$ cat src/rtl/position_cascade_pid_loop_assert.svh
// Assertion macros used by the top level of the position cascade PID loop.
`ifndef POSITION_CASCADE_PID_LOOP_ASSERT_SVH
`define POSITION_CASCADE_PID_LOOP_ASSERT_SVH
`ifndef SYNTHESIS
`define PCPID_ASSERT(name, cond) \
    name: assert property (@(posedge i_clk) disable iff (!i_rst_n) (cond)) \
        else $error("pcpid assertion failed");
`define PCPID_ASSERT_NEXT(name, pre, post) \
    name: assert property (@(posedge i_clk) disable iff (!i_rst_n) (pre) |=> (post)) \
        else $error("pcpid assertion failed");
`else
`define PCPID_ASSERT(name, cond)
`define PCPID_ASSERT_NEXT(name, pre, post)
`endif
`endif

$ cat src/rtl/pcpid_pkg.sv
// Shared types, constants and helper functions of the cascade PID loop.
package pcpid_pkg;

    // Number format and fixed limits.
    localparam int FRAC_BITS  = 16;
    localparam int GATE_MM    = 100;
    localparam int US_PER_S   = 1000000;

    // Arithmetic unit widths.
    localparam int MUL_A_W    = 34;
    localparam int MUL_B_W    = 40;
    localparam int MUL_SPLIT  = MUL_B_W / 2;
    localparam int PROD_W     = MUL_A_W + MUL_B_W;
    localparam int GAIN_FRAC  = 32;
    localparam int DIVIDEND_W = 58;
    localparam int DIVISOR_W  = 25;
    localparam int DIV_CNT_W  = $clog2(DIVIDEND_W);
    localparam int ACC_W      = 48;

    localparam logic signed [31:0] SAT_HI   = {1'b0, {31{1'b1}}};
    localparam logic signed [31:0] SAT_LO   = {1'b1, {31{1'b0}}};
    localparam logic signed [31:0] ILIM     = 32'sd1 <<< (FRAC_BITS - 1);
    localparam logic signed [31:0] NEG_ILIM = -ILIM;
    localparam logic signed [31:0] OLIM     = 32'sd3 <<< FRAC_BITS;
    localparam logic signed [31:0] NEG_OLIM = -OLIM;

    // Register reset values.
    localparam logic [23:0] RST_FILTER_TIME = 24'd20000;
    localparam logic [39:0] RST_OUTER_P     = 40'd1589138;
    localparam logic [39:0] RST_OUTER_I_X   = 40'd2147;
    localparam logic [39:0] RST_OUTER_I_Y   = 40'd1288;
    localparam logic [39:0] RST_OUTER_D     = 40'd42950;
    localparam logic [39:0] RST_FORWARD     = 40'd150323855360;
    localparam logic [39:0] RST_INNER_P     = 40'd120259084288;
    localparam logic [39:0] RST_DAMPING     = 40'd987842478;

    // Configuration register indexes.
    typedef enum logic [2:0] {
        CFG_FILTER_TIME,
        CFG_OUTER_P,
        CFG_OUTER_I_X,
        CFG_OUTER_I_Y,
        CFG_OUTER_D,
        CFG_FORWARD,
        CFG_INNER_P,
        CFG_DAMPING
    } t_cfg_idx;

    typedef struct packed {
        logic signed [31:0] target_x;
        logic signed [31:0] position_x;
        logic signed [31:0] velocity_x;
        logic signed [31:0] target_y;
        logic signed [31:0] position_y;
        logic signed [31:0] velocity_y;
        logic        [15:0] altitude_mm;
        logic        [23:0] elapsed_us;
    } t_in;

    typedef struct packed {
        logic signed [31:0] drive_x;
        logic signed [31:0] damp_x;
        logic signed [31:0] drive_y;
        logic signed [31:0] damp_y;
        logic               updated;
    } t_out;

    // Datapath micro-operations issued by the controller.
    typedef enum logic [3:0] {
        OP_NONE,
        OP_LOAD,
        OP_ERR,
        OP_RATE_DIV,
        OP_RATE_MUL,
        OP_FILT_DIV,
        OP_FILT_UPD,
        OP_INTEG,
        OP_PSUM,
        OP_OUTER,
        OP_FWD,
        OP_DRIVE,
        OP_DAMP,
        OP_EMIT
    } t_op;

    typedef struct packed {
        t_op  op;
        logic axis;
    } t_cmd;

    typedef struct packed {
        logic unit_done;
        logic gate_open;
        logic out_free;
    } t_stat;

    // Clamp a wide signed value into a 32-bit range.
    function automatic logic signed [31:0] f_clip(input logic signed [63:0] v,
                                                  input logic signed [31:0] lo,
                                                  input logic signed [31:0] hi);
        logic signed [31:0] res;
        if (v > hi) begin
            res = hi;
        end else if (v < lo) begin
            res = lo;
        end else begin
            res = v[31:0];
        end
        return res;
    endfunction

endpackage

$ cat src/rtl/pcpid_ctrl.sv
// Controller: sequences the per-axis steps through the shared units.
module pcpid_ctrl (
    input  logic              i_clk,
    input  logic              i_rst_n,
    input  logic              i_in_valid,
    output logic              o_in_stall,
    input  pcpid_pkg::t_stat  i_stat,
    output pcpid_pkg::t_cmd   o_cmd
);
    import pcpid_pkg::*;

    typedef enum logic [2:0] {
        S_IDLE,
        S_GATE,
        S_RUN,
        S_WAIT,
        S_OUT
    } t_state;

    t_state r_state;
    t_op    r_step;
    logic   r_axis;

    // Order of the steps of one axis.
    function automatic t_op f_next(input t_op op);
        t_op res;
        unique case (op)
            OP_ERR:      res = OP_RATE_DIV;
            OP_RATE_DIV: res = OP_RATE_MUL;
            OP_RATE_MUL: res = OP_FILT_DIV;
            OP_FILT_DIV: res = OP_FILT_UPD;
            OP_FILT_UPD: res = OP_INTEG;
            OP_INTEG:    res = OP_PSUM;
            OP_PSUM:     res = OP_OUTER;
            OP_OUTER:    res = OP_FWD;
            OP_FWD:      res = OP_DRIVE;
            OP_DRIVE:    res = OP_DAMP;
            default:     res = OP_DAMP;
        endcase
        return res;
    endfunction

    // State, step and axis.
    always_ff @(posedge i_clk) begin
        if (!i_rst_n) begin
            r_state <= S_IDLE;
            r_step  <= OP_ERR;
            r_axis  <= 1'b0;
        end else begin
            unique case (r_state)
                S_IDLE: begin
                    if (i_in_valid) begin
                        r_state <= S_GATE;
                    end
                end
                S_GATE: begin
                    r_step <= OP_ERR;
                    r_axis <= 1'b0;
                    r_state <= i_stat.gate_open ? S_RUN : S_OUT;
                end
                S_RUN: begin
                    if (r_step == OP_DAMP) begin
                        if (!r_axis) begin
                            r_axis <= 1'b1;
                            r_step <= OP_ERR;
                        end else begin
                            r_state <= S_OUT;
                        end
                    end else begin
                        r_step  <= f_next(r_step);
                        r_state <= S_WAIT;
                    end
                end
                S_WAIT: begin
                    if (i_stat.unit_done) begin
                        r_state <= S_RUN;
                    end
                end
                S_OUT: begin
                    if (i_stat.out_free) begin
                        r_state <= S_IDLE;
                    end
                end
                default: begin
                    r_state <= S_IDLE;
                end
            endcase
        end
    end

    // Command to the datapath.
    always_comb begin
        o_cmd.axis = r_axis;
        o_cmd.op   = OP_NONE;
        unique case (r_state)
            S_IDLE:  o_cmd.op = i_in_valid ? OP_LOAD : OP_NONE;
            S_RUN:   o_cmd.op = r_step;
            S_OUT:   o_cmd.op = i_stat.out_free ? OP_EMIT : OP_NONE;
            default: o_cmd.op = OP_NONE;
        endcase
    end

    assign o_in_stall = (r_state != S_IDLE);

endmodule

$ cat config.mk
export PLATFORM = sky130hd
export DESIGN_NAME = pcpid_ctrl
export DESIGN_NICKNAME = d
export VERILOG_FILES = /design/src/rtl/position_cascade_pid_loop_assert.svh /design/src/rtl/pcpid_pkg.sv /design/src/rtl/pcpid_ctrl.sv
export SDC_FILE = /design/constraint.sdc
export NUM_CORES = 1
export LEC_CHECK = 0
export BUFFER_PORTS_ARGS = -buffer_cell sky130_fd_sc_hd__buf_2
export CAP_MARGIN = 20
export CORE_MARGIN = 5
export CORE_UTILIZATION = 58
export DETAILED_ROUTE_END_ITERATION = 6
export GPL_ROUTABILITY_DRIVEN = 0
export PLACE_DENSITY = 0.9
export SLEW_MARGIN = 30
export SYNTH_ARGS = -nofsm -noshare
export SYNTH_HDL_FRONTEND = slang
export SYNTH_SLANG_ARGS = --single-unit
$ cat constraint.sdc
create_clock -name i_clk -period 5.4 [get_ports i_clk]
set_input_delay 0.54 -clock i_clk [delete_from_list [all_inputs] [get_ports i_clk]]
set_output_delay 0.54 -clock i_clk [all_outputs]
set_load 0.005 [all_outputs]
==> reports/results.tsv, run 1 <==
metric	value	unit
run_status	complete, no violations	
drt_iter0_drc	25	
nNetsFinal	112	
cp_slowest_stage_delay	590	ps
synth.distinct_cells	35	
grt_pass1_vias	602	
crit_cells	6	
startpoint	r_state[1]	
pin_count	12	
cp_max_fo	16	
synth_top_family_by_area	compound AO/OA/AOI/OAI gates	
root_buffer	clkbuf_4	
setup_viol	0	
post_cts_buffers	0	
rsz0062_at_grt	false	
period_share	43.0	%
yosys_warnings	0	
antennaDiodeCount	0	
worstReg2RegStart	r_state[1]	
cts.sinks	12	
hold-worst-slack	531	ps
irDropWorstVdd	0.246	mV
fin_cells	118	
vias	705	
synthAdderAreaFrac	3.25	%
relSlewSlack	58.2	%
synth_area_per_cell	8.27	um^2
dp_slack	3140	ps
layout_setup_ws	3080	ps
cp_cell_sequence	nor3b_1 > nand3b_1 > o21ai_1 > nand2_1 > ha_1 > a22o_1	
place_hpwl	1260	um
cts_buffer_depth	2	
place_inst	114	
viasPerCell	5.97	
die-area	0.00216	mm^2
worstPathRequired	5560	ps
async_flop_share	0	%
syn_inst	93	
worst_setup_path_start_kind	register	
drc	0	
synth_compound_area_share	29.4	%
finalHoldViolCount	0	
cts_made_buffers	3	
path_clk_slew	70	ps
cp_top_family	simple AND/OR/NAND/NOR gates	
antenna_found_initial	0	
critical_path_arrival	2480	ps
yosys_most_used_dff	dfxtp_1	
cts_tree	yes	
initial_core_util	59.9	%
seq_area_frac_synth	31.2	%
total_power	226	uW
criticalPathCategory	register to register	
synth_edf_count	0	
grt_pass1_wl	2550	um
wirelength	1640	um
worstHoldStart	i_stat[1]	
synth-xor-area-share	2.28	%
finClkSkew	2.27	ps
tightest_slew	625	ps
slowest_stage	dfxtp_1	
max_freq	431	MHz
synthSimpleGateAreaFrac	27.6	%
layout_common_cells	dfxtp_1 (12), buf_2 (11), nand2_1 (10), a21oi_1 (10), nor2_1 (8)	
critPathCaptureType	register	
synthMuxAreaShare	1.30	%
power_density	263	mW/mm^2
syn_area	769	um^2
clock_latency	260	ps
drt_pass1_iterations	4	
drv_cap	0	
drt-wirelength-per-cell	13.9	um
grt_overflow	0	
worst-path-buf-inv	0	
grt_max_degree	17	
die_w	46.4	um
core-area	0.00128	mm^2
ctsHoldBuffers	0	
final_common_cell	dfxtp_1	
grt_usage	16.8	%
drive_above_1_share	19.4	%
cts_max_level	1	
synthesis.nets	101	
antenna_left	0	
area_growth	11.4	%
maxSlewViolCount	0	
ys_ff_latch	12	
finalSetupTns	0	ps
p_leak	0.318	nW
r2r_cells	6	
io_buffers	11	
period_minus_slack	2320	ps
dieHeight	46.4	um
rrSetupSlack	3080	ps
hold_path_class	primary input to register	
rows	13	
postCtsResizedCells	0	
## how the worst min path moves through the flow
stage                 end  slack, ps  cells past startpoint
2_1_floorplan   r_step[0]        490                      2
3_3_place_gp    r_step[0]        530                      2
3_5_place_dp    r_step[2]        550                      2
4_1_cts        r_state[1]        520                      3
5_1_grt        r_state[1]        520                      3
6_report       r_state[1]        530                      3
## cell families after synthesis
group                      count (synthesis)
and+or+nand+nor                           37
AOI/OAI and AO/OA                         30
DFF                                       12
buffers and inverters                      9
xor gates and xnor gates                   2
adders and majority gates                  2
muxes                                      1
## synth_stat cells (2+ instances only)
master | instances | area [um^2]
a22o_1 | 2 | 17.5
a31o_1 | 2 | 17.5
a21oi_1 | 10 | 50.1
nand4_1 | 2 | 12.5
nand3b_1 | 2 | 15.0
xnor2_1 | 2 | 17.5
nor3_1 | 2 | 10.0
ha_1 | 2 | 25.0
nor2_1 | 8 | 30.0
nor3b_1 | 2 | 15.0
dfxtp_1 | 12 | 240
and2_1 | 2 | 12.5
clkbuf_1 | 4 | 15.0
nand2_1 | 10 | 37.5
inv_1 | 3 | 11.3
o21a_1 | 2 | 15.0
o21ai_0 | 7 | 35.0
nor4bb_1 | 2 | 20.0
## tightest hold or removal path: stages
cell	delay (ps)
buf_2	90
a21oi_1	60
nor2_1	70
## final cells by class
cell class | instances | area [um^2]
Clock buffer | 4 | 36.3
Fill cell | 118 | 428
Multi-Input combinational cell | 72 | 492
Sequential cell | 12 | 240
Timing Repair Buffer | 11 | 55.1
Inverter | 4 | 15.0
Tap cell | 15 | 18.8
## per-layer routing
layer / GRT usage [%] / up-vias / part of all wire, %
li1: - / 360 / -
met1: 21.3 / 328 / 45
met2: 27.5 / 15 / 51
met3: 4.69 / 2 / 3.7
met4: 4.55 / 0 / 0.67
met5: 0 / - / 0
## through the flow
step,utilization [%],cell area (um^2)
after floorplan,-,769
after global placement,63.9,821
after detailed placement,63.9,821
after CTS,66.7,857
after global routing,66.7,857
final,66.7,857
## power by group
group	switching, mW	internal [mW]
logic	0.0256	0.0269
registers	0.0113	0.0948
clock network	0.0263	0.0409
No activity file was read; power rests on OpenSTA's default activity.
==> inputs of run 2 (changes only) <==
CORE_UTILIZATION = 48   (was 58)
PLACE_DENSITY = 0.81   (was 0.9)
clock period = 2 ns   (was 5.4 ns; I/O delays follow)
==> run 2 against run 1 <==
Sequential power rose to 2.6 times the previous value. Combinational power rose to 3.3 times the previous value. Global-route usage fell by 1.5 points. Core utilization fell by 7.6 points. Cell count rose by 5.1%. First-iteration DRC count did not move. Critical path type unchanged. Via count rose by 3.0%. Clock-buffer cell count fell by 1. Die area rose by 16%. Total power rose to 2.7 times the previous value. Non-clock buffer count rose by 6. Sequential cell count did not move.
==> reports/results.tsv, run 2 (synthesized netlist as in run 1, its figures left out) <==
metric	value	unit
run_status	complete, no violations	
relSlewSlack	70.7	%
layout_common_cells	dfxtp_1 (12), buf_2 (11), nand2_1 (10), a21oi_1 (10), nor2_1 (8)	
antennaDiodeCount	0	
drt-wirelength-per-cell	13.7	um
criticalPathCategory	register to register	
grt_pass1_vias	657	
finClkSkew	2.85	ps
clock_latency	280	ps
dieHeight	50.0	um
antenna_found_initial	0	
pin_count	12	
die_w	50.0	um
crit_cells	5	
dp_slack	101	ps
irDropWorstVdd	0.440	mV
critical_path_arrival	2020	ps
core-area	0.00151	mm^2
hold_path_class	primary input to register	
postCtsResizedCells	0	
p_leak	0.342	nW
grt_max_degree	16	
period_share	92.3	%
grt_overflow	0	
critPathCaptureType	register	
cp_cell_sequence	and4bb_4 > a311oi_4 > o21ai_0 > ha_1 > a22o_1	
cts_tree	yes	
worstPathRequired	2170	ps
finalHoldViolCount	0	
place_hpwl	1250	um
postLayoutCoreUtil	59.1	%
layout_setup_ws	154	ps
path_clk_slew	80	ps
nFillCells	139	
tightest_slew	434	ps
drive_above_1_share	23.1	%
wirelength	1690	um
rsz0062_at_grt	false	
maxSlewViolCount	0	
cts_buffer_depth	2	
setup_viol	0	
power_density	673	mW/mm^2
ctsHoldBuffers	0	
drc	0	
cp_top_family	compound AO/OA/AOI/OAI gates	
drt_pass1_iterations	4	
rrSetupSlack	150	ps
rows	14	
final_common_cell	dfxtp_1	
slowest_stage	dfxtp_1	
drt_iter0_drc	25	
worst_setup_path_start_kind	register	
worstReg2RegStart	r_step[1]	
grt_pass1_wl	2950	um
max_freq	542	MHz
multiInputGateArea	492	um^2
r2r_cells	5	
cts_made_buffers	3	
post_cts_buffers	0	
cp_slowest_stage_delay	410	ps
worst-path-buf-inv	0	
area_growth	15.6	%
finalSetupTns	0	ps
grt_usage	15.3	%
io_buffers	11	
vias	726	
viasPerCell	5.85	
cts.sinks	12	
period_minus_slack	1850	ps
initial_core_util	51.1	%
cts_max_level	1	
nNetsFinal	118	
hold-worst-slack	167	ps
antenna_left	0	
die-area	0.00250	mm^2
seq_area	240	um^2
startpoint	r_step[1]	
root_buffer	clkbuf_4	
cp_max_fo	6	
drv_cap	0	
==> run 2: tightest hold or removal path, stage by stage <==
cell and delay, ps:
buf_2 90, a21oi_1 50, nor2_1 70
==> run 2: through the flow <==
stage	instances	area, um^2	total power, mW
finish	124	890	0.598
global route	124	890	0.644
CTS	124	890	0.604
detailed placement	121	867	0.450
global placement	121	867	0.448
floorplan	93	769	0.396
==> run 2: per-layer routing <==
metal	wire length, um	global-route usage (%)	up-vias	part of all wire, %
met5	0	0	-	0
met4	43	9.17	0	2.5
met3	79	4.82	4	4.7
met2	756	22.0	22	45
met1	813	19.5	326	48
li1	-	-	374	-
==> run 2: area by class of cell <==
type / instances / area share (%)
inverters: 4 / 1.69
clock buffers: 3 / 2.53
multi-input cells: 72 / 55.3
flip-flops and latches: 12 / 27.0
repair buffers: 17 / 11.3
well taps: 16 / 2.25
==> run 2: where the power goes <==
group          switching [mW]  internal, mW
Sequential             0.0150         0.256
Clock                  0.0832        0.0699
Combinational          0.0856        0.0888
==> run 2: worst min path at each step <==
stage,start,to,slack (ps),cells past startpoint
6_report,i_stat[1],r_state[1],170,3
4_1_cts,i_stat[1],r_state[1],160,3
3_3_place_gp,i_stat[1],r_state[1],460,3
5_1_grt,i_stat[1],r_state[1],160,3
3_5_place_dp,i_stat[1],r_state[1],460,3
2_1_floorplan,i_stat[1],r_state[1],340,2
